[config.mk]
export PLATFORM = sky130hd
export DESIGN_NAME = action_smoothing_filter_core
export DESIGN_NICKNAME = d
export VERILOG_FILES = /design/src/rtl/asf_pkg.sv /design/src/rtl/asf_div.sv /design/src/rtl/asf_mul.sv /design/src/rtl/action_smoothing_filter_core.sv
export SDC_FILE = /design/constraint.sdc
export NUM_CORES = 2
export LEC_CHECK = 0
export BUFFER_PORTS_ARGS = -buffer_cell sky130_fd_sc_hd__clkbuf_2
export CORE_AREA = 3 3 390 392
export CTS_BUF_LIST = sky130_fd_sc_hd__clkbuf_4 sky130_fd_sc_hd__clkbuf_8
export CTS_CLUSTER_DIAMETER = 30
export CTS_CLUSTER_SIZE = 40
export DETAILED_ROUTE_END_ITERATION = 7
export DIE_AREA = 0 0 393 395
export GPL_ROUTABILITY_DRIVEN = 1
export PLACE_DENSITY = 0.76
export SYNTH_ARGS = -nofsm -noshare
export SYNTH_HDL_FRONTEND = slang
export SYNTH_SLANG_ARGS = --single-unit
[constraint.sdc]
create_clock -name clk -period 7.9 [get_ports clk]
set_clock_uncertainty 0.15 [all_clocks]
set_input_delay 0.79 -clock clk [delete_from_list [all_inputs] [get_ports clk]]
set_output_delay 0.79 -clock clk [all_outputs]
set_load 0.02 [all_outputs]
[src/rtl/asf_pkg.sv]
package asf_pkg;

  // Defaults for the top-level parameters.
  localparam int CHANNELS_DEFAULT    = 6;
  localparam int WINDOW_MAX_DEFAULT  = 16;
  localparam int SAMPLE_BITS_DEFAULT = 16;

  // Fixed field widths.
  localparam int CHANNEL_W   = 3;
  localparam int MODE_W      = 2;
  localparam int WINDOW_W    = 5;
  localparam int WEIGHT_W    = 16;
  localparam int WEIGHT_FRAC = 15;
  localparam int CFG_INDEX_W = 2;
  localparam int CFG_DATA_W  = 16;

  localparam logic [WEIGHT_W-1:0] WEIGHT_ONE = WEIGHT_W'(32768);
  localparam int ROUND_HALF = 16384;

  // Configuration register indexes.
  localparam logic [CFG_INDEX_W-1:0] REG_FILTER_MODE      = CFG_INDEX_W'(0);
  localparam logic [CFG_INDEX_W-1:0] REG_WINDOW_LENGTH    = CFG_INDEX_W'(1);
  localparam logic [CFG_INDEX_W-1:0] REG_SMOOTHING_WEIGHT = CFG_INDEX_W'(2);

  // Filter modes; the unused code behaves as pass through.
  localparam logic [MODE_W-1:0] MODE_PASS       = MODE_W'(0);
  localparam logic [MODE_W-1:0] MODE_MOVING_AVG = MODE_W'(1);
  localparam logic [MODE_W-1:0] MODE_LOWPASS    = MODE_W'(2);

  typedef enum logic [2:0] {
    ST_IDLE,
    ST_READ,
    ST_UPDATE,
    ST_DIVIDE,
    ST_MULTIPLY,
    ST_DELIVER
  } asf_state_t;

endpackage

[src/rtl/asf_div.sv]
module asf_div
  import asf_pkg::*;
#(
  parameter int NUM_W = SAMPLE_BITS_DEFAULT + 5,
  parameter int DEN_W = 5
) (
  input  logic             clk,
  input  logic             rst,
  input  logic             start,
  input  logic [NUM_W-1:0] dividend,
  input  logic [DEN_W-1:0] divisor,
  output logic [NUM_W-1:0] quotient,
  output logic             done
);

  localparam int CNT_W = $clog2(NUM_W + 1);

  logic             busy;
  logic [CNT_W-1:0] count;
  logic [DEN_W-1:0] rem;
  logic [DEN_W-1:0] den;
  logic [NUM_W-1:0] quo;

  logic [DEN_W:0]   shifted;
  logic [DEN_W:0]   diff;
  logic             fits;
  logic [DEN_W-1:0] rem_next;
  logic [NUM_W-1:0] quo_next;

  // One restoring step per cycle: the dividend shifts out of quo at the top
  // while quotient bits shift in at the bottom.
  always_comb begin
    shifted  = {rem, quo[NUM_W-1]};
    diff     = shifted - {1'b0, den};
    fits     = (shifted >= {1'b0, den});
    rem_next = fits ? diff[DEN_W-1:0] : shifted[DEN_W-1:0];
    quo_next = {quo[NUM_W-2:0], fits};
  end

  always_ff @(posedge clk) begin
    if (rst) begin
      busy <= 1'b0;
      done <= 1'b0;
    end else begin
      done <= 1'b0;
      if (start) begin
        busy <= 1'b1;
      end else if (busy && count == CNT_W'(1)) begin
        busy <= 1'b0;
        done <= 1'b1;
      end
    end
  end

  always_ff @(posedge clk) begin
    if (start) begin
      count <= CNT_W'(NUM_W);
      rem   <= '0;
      den   <= divisor;
      quo   <= dividend;
    end else if (busy) begin
      count <= count - CNT_W'(1);
      rem   <= rem_next;
      quo   <= quo_next;
    end
  end

  assign quotient = quo;

endmodule

[src/rtl/asf_mul.sv]
module asf_mul
  import asf_pkg::*;
#(
  parameter int MCAND_W = SAMPLE_BITS_DEFAULT + 1
) (
  input  logic                              clk,
  input  logic                              rst,
  input  logic                              start,
  input  logic signed [MCAND_W-1:0]         mcand,
  input  logic        [WEIGHT_W-1:0]        mplier,
  output logic signed [MCAND_W+WEIGHT_W-1:0] product,
  output logic                              done
);

  localparam int CNT_W = $clog2(WEIGHT_W + 1);

  logic                      busy;
  logic [CNT_W-1:0]          count;
  logic signed [MCAND_W:0]   hi;
  logic [WEIGHT_W-1:0]       lo;
  logic signed [MCAND_W-1:0] m;

  logic signed [MCAND_W:0]   addend;
  logic signed [MCAND_W:0]   sum;

  // Shift-add over the multiplier bits, least significant bit first.
  always_comb begin
    addend = lo[0] ? (MCAND_W+1)'(m) : '0;
    sum    = hi + addend;
  end

  always_ff @(posedge clk) begin
    if (rst) begin
      busy <= 1'b0;
      done <= 1'b0;
    end else begin
      done <= 1'b0;
      if (start) begin
        busy <= 1'b1;
      end else if (busy && count == CNT_W'(1)) begin
        busy <= 1'b0;
        done <= 1'b1;
      end
    end
  end

  always_ff @(posedge clk) begin
    if (start) begin
      count <= CNT_W'(WEIGHT_W);
      hi    <= '0;
      lo    <= mplier;
      m     <= mcand;
    end else if (busy) begin
      count <= count - CNT_W'(1);
      hi    <= {sum[MCAND_W], sum[MCAND_W:1]};
      lo    <= {sum[0], lo[WEIGHT_W-1:1]};
    end
  end

  assign product = {hi[MCAND_W-1:0], lo};

endmodule

[src/rtl/action_smoothing_filter_core.sv]
// Per-channel smoothing of action samples.
// Input items (channel, action_in, restart) are taken on sample_valid while
// sample_stall is low; one result item (channel_out, action_out, bad_channel)
// leaves per input item on result_valid, and is held while result_stall is
// high. The block works on one item at a time; sample_stall is low only while
// it is idle and out of reset. A finished result sits in the output register,
// so the next item is accepted while that result still waits.
// From the accepting edge an item passes through the read and update states;
// moving average then waits in the divide state on the bit-serial divider,
// which yields one quotient bit per cycle, and lowpass waits in the multiply
// state on the 16-step serial multiplier, while pass through and bad channels
// go from update straight to delivery. The block is idle again once the
// result is loaded into the output register.
// Registers are to be written on the cfg port only while the block is idle;
// the block itself does not enforce this. Any write to a defined register,
// and an item with restart set, clears all channel history. Reset restores
// the register defaults, clears the history and empties the output register.
// A long stall on the result side holds the finished item in the delivery
// state until the output register frees up.
module action_smoothing_filter_core
  import asf_pkg::*;
#(
  parameter int CHANNELS    = CHANNELS_DEFAULT,
  parameter int WINDOW_MAX  = WINDOW_MAX_DEFAULT,
  parameter int SAMPLE_BITS = SAMPLE_BITS_DEFAULT
) (
  input  logic                          clk,
  input  logic                          rst,
  input  logic                          sample_valid,
  output logic                          sample_stall,
  input  logic        [CHANNEL_W-1:0]   channel,
  input  logic signed [SAMPLE_BITS-1:0] action_in,
  input  logic                          restart,
  output logic                          result_valid,
  input  logic                          result_stall,
  output logic        [CHANNEL_W-1:0]   channel_out,
  output logic signed [SAMPLE_BITS-1:0] action_out,
  output logic                          bad_channel,
  input  logic                          cfg_write,
  input  logic        [CFG_INDEX_W-1:0] cfg_index,
  input  logic        [CFG_DATA_W-1:0]  cfg_data
);

  localparam int CNT_W    = $clog2(WINDOW_MAX + 1);
  localparam int SLOT_W   = (WINDOW_MAX > 1) ? $clog2(WINDOW_MAX) : 1;
  localparam int SUM_W    = SAMPLE_BITS + CNT_W;
  localparam int CH_IDX_W = (CHANNELS > 1) ? $clog2(CHANNELS) : 1;
  localparam int DEPTH    = CHANNELS * WINDOW_MAX;
  localparam int ADDR_W   = (DEPTH > 1) ? $clog2(DEPTH) : 1;
  localparam int DIFF_W   = SAMPLE_BITS + 1;
  localparam int PROD_W   = DIFF_W + WEIGHT_W;
  localparam int LP_W     = SAMPLE_BITS + 2;

  asf_state_t state, state_next;

  // Configuration registers.
  logic [MODE_W-1:0]   filter_mode;
  logic [WINDOW_W-1:0] window_length;
  logic [WEIGHT_W-1:0] smoothing_weight;

  // Item being worked on.
  logic [CHANNEL_W-1:0]          ch_q;
  logic signed [SAMPLE_BITS-1:0] x_q;
  logic                          bad_q;
  logic                          neg_q;
  logic [SAMPLE_BITS-1:0]        res_q;

  // Per-channel state.
  logic signed [SUM_W-1:0]       run_sum [CHANNELS];
  logic [CNT_W-1:0]              fill    [CHANNELS];
  logic [SLOT_W-1:0]             oldest  [CHANNELS];
  logic signed [SAMPLE_BITS-1:0] lp_prev [CHANNELS];

  // Sample history, one row of WINDOW_MAX slots per channel.
  logic signed [SAMPLE_BITS-1:0] hist [DEPTH];
  logic signed [SAMPLE_BITS-1:0] hist_rd;

  logic accept;
  logic cfg_clear;
  logic hist_clear;
  logic ma_go;
  logic lp_go;
  logic load_out;
  logic div_start, div_done;
  logic mul_start, mul_done;

  logic [CH_IDX_W-1:0]           ch_idx;
  logic [CNT_W-1:0]              win_act;
  logic signed [SUM_W-1:0]       cur_sum;
  logic [CNT_W-1:0]              cur_fill;
  logic [SLOT_W-1:0]             cur_oldest;
  logic signed [SAMPLE_BITS-1:0] cur_prev;
  logic                          is_full;
  logic [CNT_W:0]                slot_raw;
  logic [CNT_W:0]                slot_wrap;
  logic [SLOT_W-1:0]             wr_slot;
  logic [CNT_W-1:0]              oldest_inc;
  logic [SLOT_W-1:0]             oldest_next;
  logic signed [SUM_W-1:0]       hist_term;
  logic signed [SUM_W-1:0]       sum_next;
  logic [CNT_W-1:0]              fill_next;
  logic [SUM_W-1:0]              sum_mag;
  logic [ADDR_W-1:0]             rd_addr;
  logic [ADDR_W-1:0]             wr_addr;
  logic [SUM_W-1:0]              div_quotient;
  logic [SUM_W-1:0]              avg_full;

  logic [WEIGHT_W-1:0]           weight_sat;
  logic signed [DIFF_W-1:0]      lp_diff;
  logic signed [PROD_W-1:0]      mul_product;
  logic signed [PROD_W-1:0]      lp_rnd;
  logic signed [LP_W-1:0]        lp_full;
  logic signed [SAMPLE_BITS-1:0] lp_q;

  assign accept     = sample_valid && !sample_stall;
  assign cfg_clear  = cfg_write && ((cfg_index == REG_FILTER_MODE) ||
                                    (cfg_index == REG_WINDOW_LENGTH) ||
                                    (cfg_index == REG_SMOOTHING_WEIGHT));
  assign hist_clear = cfg_clear || (accept && restart);

  // Window in use: zero acts as one, and anything past the storage saturates.
  always_comb begin
    if (window_length == '0) begin
      win_act = CNT_W'(1);
    end else if (32'(window_length) > 32'(WINDOW_MAX)) begin
      win_act = CNT_W'(WINDOW_MAX);
    end else begin
      win_act = CNT_W'(window_length);
    end
  end

  // Moving-average bookkeeping for the current channel. While the window
  // fills, the new sample lands behind the oldest one; once full, the oldest
  // sample is read back, dropped from the sum and overwritten.
  always_comb begin
    ch_idx      = CH_IDX_W'(ch_q);
    cur_sum     = run_sum[ch_idx];
    cur_fill    = fill[ch_idx];
    cur_oldest  = oldest[ch_idx];
    cur_prev    = lp_prev[ch_idx];
    is_full     = (cur_fill >= win_act);
    slot_raw    = (CNT_W+1)'(cur_oldest) + (CNT_W+1)'(cur_fill);
    slot_wrap   = (slot_raw >= (CNT_W+1)'(win_act)) ?
                  slot_raw - (CNT_W+1)'(win_act) : slot_raw;
    wr_slot     = is_full ? cur_oldest : SLOT_W'(slot_wrap);
    oldest_inc  = CNT_W'(cur_oldest) + CNT_W'(1);
    oldest_next = (oldest_inc == win_act) ? '0 : SLOT_W'(oldest_inc);
    hist_term   = is_full ? SUM_W'(hist_rd) : '0;
    sum_next    = cur_sum + SUM_W'(x_q) - hist_term;
    fill_next   = is_full ? cur_fill : cur_fill + CNT_W'(1);
    sum_mag     = sum_next[SUM_W-1] ? SUM_W'(-sum_next) : SUM_W'(sum_next);
    rd_addr     = ADDR_W'(ch_idx) * ADDR_W'(WINDOW_MAX) + ADDR_W'(cur_oldest);
    wr_addr     = ADDR_W'(ch_idx) * ADDR_W'(WINDOW_MAX) + ADDR_W'(wr_slot);
    avg_full    = neg_q ? -div_quotient : div_quotient;
  end

  // Lowpass: w*x + (1-w)*prev = prev + w*(x - prev); rounding half up is a
  // bias of one half before the floor shift.
  always_comb begin
    weight_sat = (smoothing_weight > WEIGHT_ONE) ? WEIGHT_ONE : smoothing_weight;
    lp_diff    = DIFF_W'(x_q) - DIFF_W'(cur_prev);
    lp_rnd     = mul_product + PROD_W'(ROUND_HALF);
    lp_full    = $signed(lp_rnd[PROD_W-1:WEIGHT_FRAC]) + LP_W'(cur_prev);
    if (lp_full[LP_W-1:SAMPLE_BITS-1] == '0 ||
        lp_full[LP_W-1:SAMPLE_BITS-1] == '1) begin
      lp_q = lp_full[SAMPLE_BITS-1:0];
    end else begin
      lp_q = lp_full[LP_W-1] ? {1'b1, {(SAMPLE_BITS-1){1'b0}}} :
                               {1'b0, {(SAMPLE_BITS-1){1'b1}}};
    end
  end

  asf_div #(
    .NUM_W (SUM_W),
    .DEN_W (CNT_W)
  ) u_div (
    .clk      (clk),
    .rst      (rst),
    .start    (div_start),
    .dividend (sum_mag),
    .divisor  (fill_next),
    .quotient (div_quotient),
    .done     (div_done)
  );

  asf_mul #(
    .MCAND_W (DIFF_W)
  ) u_mul (
    .clk     (clk),
    .rst     (rst),
    .start   (mul_start),
    .mcand   (lp_diff),
    .mplier  (weight_sat),
    .product (mul_product),
    .done    (mul_done)
  );

  // Sequencer: next state.
  always_comb begin
    state_next = state;
    unique case (state)
      ST_IDLE: begin
        if (accept) state_next = ST_READ;
      end
      ST_READ: begin
        state_next = ST_UPDATE;
      end
      ST_UPDATE: begin
        if (bad_q) state_next = ST_DELIVER;
        else if (filter_mode == MODE_MOVING_AVG) state_next = ST_DIVIDE;
        else if (filter_mode == MODE_LOWPASS) state_next = ST_MULTIPLY;
        else state_next = ST_DELIVER;
      end
      ST_DIVIDE: begin
        if (div_done) state_next = ST_DELIVER;
      end
      ST_MULTIPLY: begin
        if (mul_done) state_next = ST_DELIVER;
      end
      ST_DELIVER: begin
        if (!result_valid || !result_stall) state_next = ST_IDLE;
      end
      default: begin
        state_next = ST_IDLE;
      end
    endcase
  end

  // Sequencer: outputs. No item is taken while reset is held.
  always_comb begin
    sample_stall = 1'b1;
    ma_go        = 1'b0;
    lp_go        = 1'b0;
    load_out     = 1'b0;
    unique case (state)
      ST_IDLE: begin
        sample_stall = rst;
      end
      ST_UPDATE: begin
        ma_go = !bad_q && (filter_mode == MODE_MOVING_AVG);
        lp_go = !bad_q && (filter_mode == MODE_LOWPASS);
      end
      ST_DELIVER: begin
        load_out = !result_valid || !result_stall;
      end
      default: begin
      end
    endcase
  end

  assign div_start = ma_go;
  assign mul_start = lp_go;

  always_ff @(posedge clk) begin
    if (rst) begin
      state <= ST_IDLE;
    end else begin
      state <= state_next;
    end
  end

  always_ff @(posedge clk) begin
    if (rst) begin
      filter_mode      <= MODE_PASS;
      window_length    <= WINDOW_W'(1);
      smoothing_weight <= WEIGHT_ONE;
    end else if (cfg_write) begin
      unique case (cfg_index)
        REG_FILTER_MODE:      filter_mode      <= cfg_data[MODE_W-1:0];
        REG_WINDOW_LENGTH:    window_length    <= cfg_data[WINDOW_W-1:0];
        REG_SMOOTHING_WEIGHT: smoothing_weight <= cfg_data[WEIGHT_W-1:0];
        default: begin
        end
      endcase
    end
  end

  // Per-channel history state. A restart clears it on the accepting edge,
  // before the item reads anything.
  always_ff @(posedge clk) begin
    if (rst || hist_clear) begin
      for (int i = 0; i < CHANNELS; i++) begin
        run_sum[i] <= '0;
        fill[i]    <= '0;
        oldest[i]  <= '0;
        lp_prev[i] <= '0;
      end
    end else if (ma_go) begin
      run_sum[ch_idx] <= sum_next;
      fill[ch_idx]    <= fill_next;
      if (is_full) oldest[ch_idx] <= oldest_next;
    end else if (state == ST_MULTIPLY && mul_done) begin
      lp_prev[ch_idx] <= lp_q;
    end
  end

  always_ff @(posedge clk) begin
    if (state == ST_READ) hist_rd <= hist[rd_addr];
    if (ma_go) hist[wr_addr] <= x_q;
  end

  always_ff @(posedge clk) begin
    if (accept) begin
      ch_q  <= channel;
      x_q   <= action_in;
      bad_q <= (32'(channel) >= CHANNELS);
    end
    if (state == ST_UPDATE) begin
      neg_q <= sum_next[SUM_W-1];
      res_q <= bad_q ? '0 : x_q;
    end else if (state == ST_DIVIDE && div_done) begin
      res_q <= avg_full[SAMPLE_BITS-1:0];
    end else if (state == ST_MULTIPLY && mul_done) begin
      res_q <= lp_q;
    end
  end

  // Output register.
  always_ff @(posedge clk) begin
    if (rst) begin
      result_valid <= 1'b0;
    end else if (load_out) begin
      result_valid <= 1'b1;
    end else if (!result_stall) begin
      result_valid <= 1'b0;
    end
  end

  always_ff @(posedge clk) begin
    if (load_out) begin
      channel_out <= ch_q;
      action_out  <= res_q;
      bad_channel <= bad_q;
    end
  end

endmodule
==> impl_metrics.json <==
{
  "stdcell_area_um2": 102100,
  "synth_top_area_cell": "edfxtp_1",
  "gp_congestion": 0.9602,
  "pwr-share-seq_pct": 36.2,
  "syn-num-nets": 6633,
  "power_uw": 35600,
  "routed_wl_mm": 248.5,
  "cts_inserted_buffers": 409,
  "grt_pass1_wl_mm": 363.2,
  "area_delta_synth_final_pct": 14.53,
  "ys_top_cells_by_count": "2036 x edfxtp_1, 1058 x nand2_1, 497 x nor2_1, 396 x nand3_1, 372 x mux2i_1",
  "finalMaxSlewViolations": 0,
  "regArea_um2": 62470,
  "netlist_instances": 6464,
  "grt_setup_unrepaired": "no",
  "synth_area_per_cell_um2": 13.79,
  "met1_length_mm": 91.28,
  "setup_viol": 0,
  "ys_types": 87,
  "cellPowerDensity_nw_per_um2": 348.8,
  "routedWlPerCell_um": 27.26,
  "ctsResizeCount": 0,
  "cts.clk_slew.worst_paths_ns": 0.07,
  "die_h_um": 395,
  "rrSetupSlack_ns": 0.82,
  "met2_length_mm": 112.4,
  "grt_use_total_pct": 31.79,
  "synth.most_common_cell": "edfxtp_1",
  "crit_chain": "mux4_2, mux2_2, ha_1, a21o_1, a21o_1, a21o_1, a21o_1, and2_1, ha_1, inv_1, ha_1, fa_1, a21o_1, a221oi_2, o21bai_1, a211oi_1, o21ai_0, a311o_1, a41oi_1, xor2_1, o21ai_0",
  "start_util_pct": 59.71,
  "ys_ff_latch": 2102,
  "design.die.area_um2": 155200,
  "fillerInstances": 9792,
  "fin_setup_tns_ns": 0,
  "ant_nets": 0,
  "vias_per_cell": 6.403,
  "worst_ep_arrival_time_ns": 7.73,
  "end_kind": "register",
  "clk_latency_ns": 1.07,
  "clockRootBuffer": "clkbuf_8",
  "cts_tree": "yes",
  "synth-edff-count": 2036,
  "min_path_type": "in2reg",
  "grt-ovfl-total": 0,
  "wl_met3_mm": 32.60,
  "drive_gt1_share_pct": 16.25,
  "min_period_ns": 7.082,
  "critical_path.most_common_cell": "a21o_1",
  "critPathSlowestCell": "a311o_1",
  "cts_setup_buffers": 0,
  "yosysSeqAreaShare_pct": 70.09,
  "power.share.clock_pct": 34.8,
  "syn_area_um2": 89110,
  "drtPass1Iterations": 6,
  "status": "finished, final reports clean",
  "power.switching_uw": 12310,
  "fin_crit_sh_pct": 89.64,
  "grt_pass1_vias": 55960,
  "finalNetCount": 7005,
  "hold_violations": 0,
  "critical_path_class": "reg2reg",
  "yosys.area.top_type_share_pct": 68.61,
  "place_ws_ns": 0.8550,
  "multi_input_area_um2": 24730,
  "drv_cap": 0,
  "dieWidth_um": 393,
  "max_freq_ghz": 0.1412,
  "grt_max_degree": 177,
  "irDropWorstVdd_mv": 0.3880,
  "rows": 142,
  "synth_warnings": 0,
  "vias": 58370,
  "ys_async_sr_fraction_pct": 0,
  "ys.flop_type": "edfxtp_1",
  "synthTopCellsByArea": "edfxtp_1 69%, nand2_1 4.5%, mux2i_1 4.2%",
  "switching_share_pct": 34.57,
  "routed.top_layer": "met5",
  "h-tree-depth": 5,
  "dp_hpwl_mm": 148.7,
  "cpPeakStageDelay_ns": 0.65,
  "crit_required_ns": 8.55,
  "cts_hold_buf": 36,
  "design.core.area_um2": 149200,
  "cts_buffer_depth": 4,
  "p_int_uw": 23290,
  "comb_power_share_pct": 28.9,
  "port_buffers": 64,
  "io_pins": 65,
  "fin_ws_ns": 0.8182,
  "path_max_fanout": 21,
  "slew-limit-headroom_pct": 15.27,
  "start_kind": "register",
  "drc_errors": 0,
  "dpl-instance-area_um2": 92230,
  "p_leak_uw": 0.03659,
  "drtIter0Drc": 8136,
  "cts_sinks": 2102,
  "worstMarginPinSlew_ns": 1.266,
  "antenna_found_initial": 10
}
kinds of logic (layout without fill, tap and decap cells):
family | after synthesis | after routing | share of synthesized area (%)
AND/OR/NAND/NOR | 2264 | 2264 | 11.02
flip-flops | 2102 | 2102 | 70.09
AO/OA/AOI/OAI | 877 | 877 | 6.682
buffers and inverters | 492 | 1196 | 2.263
multiplexers | 483 | 483 | 6.775
adder cells (fa/ha/maj) | 126 | 126 | 1.988
XOR/XNOR | 120 | 120 | 1.179
other | 0 | 5 | 0
area by class of cell:
type | instances | share of cell area [%]
inverters | 128 | 0.4855
clock inverters | 280 | 3.289
diodes | 5 | 0.01226
well taps | 1944 | 2.383
flip-flops and latches | 2102 | 61.21
multi-input cells | 3870 | 24.23
clock buffers | 463 | 5.974
repair buffers | 325 | 2.420
worst max-delay path: cells and delay by family, from the launching register on:
| kind | cells | cell delay (ns) |
|---|---|---|
| AOI/OAI and AO/OA | 12 | 3.35 |
| xor gates and xnor gates | 1 | 0.23 |
| adders and majority gates | 4 | 1.25 |
| buffers and inverters | 1 | 0.04 |
| DFF | 1 | 0.61 |
| muxes | 2 | 0.92 |
| and+or+nand+nor | 1 | 0.26 |
metal layers:
| metal | global-route usage [%] | up-vias |
|---|---|---|
| met3 | 8.601 | 683 |
| met1 | 44.22 | 28540 |
| li1 | - | 25140 |
| met2 | 47.22 | 3994 |
| met5 | 0 | - |
| met4 | 14.63 | 10 |
power by group through the flow:
stage,registers (uW),logic [uW],clock network [uW]
3_3_place_gp,13100,9760,0
5_1_grt,12900,11000,13000
2_1_floorplan,13100,6690,0
4_1_cts,12900,10000,12500
6_report,12900,10300,12400
3_5_place_dp,13100,9950,0
placed cells by master, fill, tap and decap left out, types with 18 or more instances in the layout:
cell	n
clkbuf_8	419
dlygate4sd3_1	36
xor2_1	58
a21o_1	27
a21oi_1	343
nor3_1	70
o21ai_0	82
and3_1	20
o221ai_1	145
clkbuf_2	64
or4_1	20
and2_1	48
nor2b_1	19
clkbuf_4	44
mux4_2	92
or3_1	42
clkinvlp_4	43
nor2_1	495
buf_4	217
ha_1	100
nand2_1	1056
bufinv_16	64
fa_1	26
xnor2_1	62
dfxtp_1	63
clkinv_2	58
inv_1	122
clkinv_4	37
clkinv_1	44
nor4_1	23
a31oi_1	45
nand3_1	396
inv_6	28
a211oi_1	21
a41oi_1	18
mux2i_1	371
edfxtp_1	2036
state kept, by name, indices dropped and copies added, names as in the netlist, 2 cells and up, named ones only:
| register | flops |
|---|---|
| state | 3 |
| filter_mode | 2 |
| res_q | 16 |
| hist | 1536 |
| x_q | 16 |
| u_div.den | 5 |
| hist_rd | 16 |
| window_length | 5 |
| channel_out | 3 |
| smoothing_weight | 16 |
| lp_prev | 128 |
| u_div.rem | 5 |
| u_mul.hi | 17 |
| run_sum | 168 |
| oldest | 32 |
| u_mul.count | 5 |
| u_mul.lo | 16 |
| u_div.count | 5 |
| fill | 40 |
| ch_idx | 3 |
| u_div.quotient | 21 |
| u_mul.m | 17 |
| action_out | 16 |
path summary, 6_finish.rpt:
| kind | startpoint | endpoint | cells past startpoint |
|---|---|---|---|
| worst min register to register | res_q[12]$_DFFE_PP_ | action_out[12]$_DFFE_PP_ | 0 |
| worst max-delay path | register | u_div.quotient[6]$_DFFE_PP_ | 21 |
| worst min-delay path | rst | state[2]$_SDFFE_PP0P_ | 3 |
| worst max register to register | register | u_div.quotient[6]$_DFFE_PP_ | 21 |
metrics by stage:
step                      utilization (%)  hold slack (ns)  instances
after CTS                           68.38          0.05495       9112
after global routing                68.38           0.1164       9114
after global placement              61.79           0.2565       8333
final                               68.39           0.1344       9117
after floorplan                         -           0.2503       6464
after detailed placement            61.80           0.2545       8333
(Power assumes the default switching activity.)
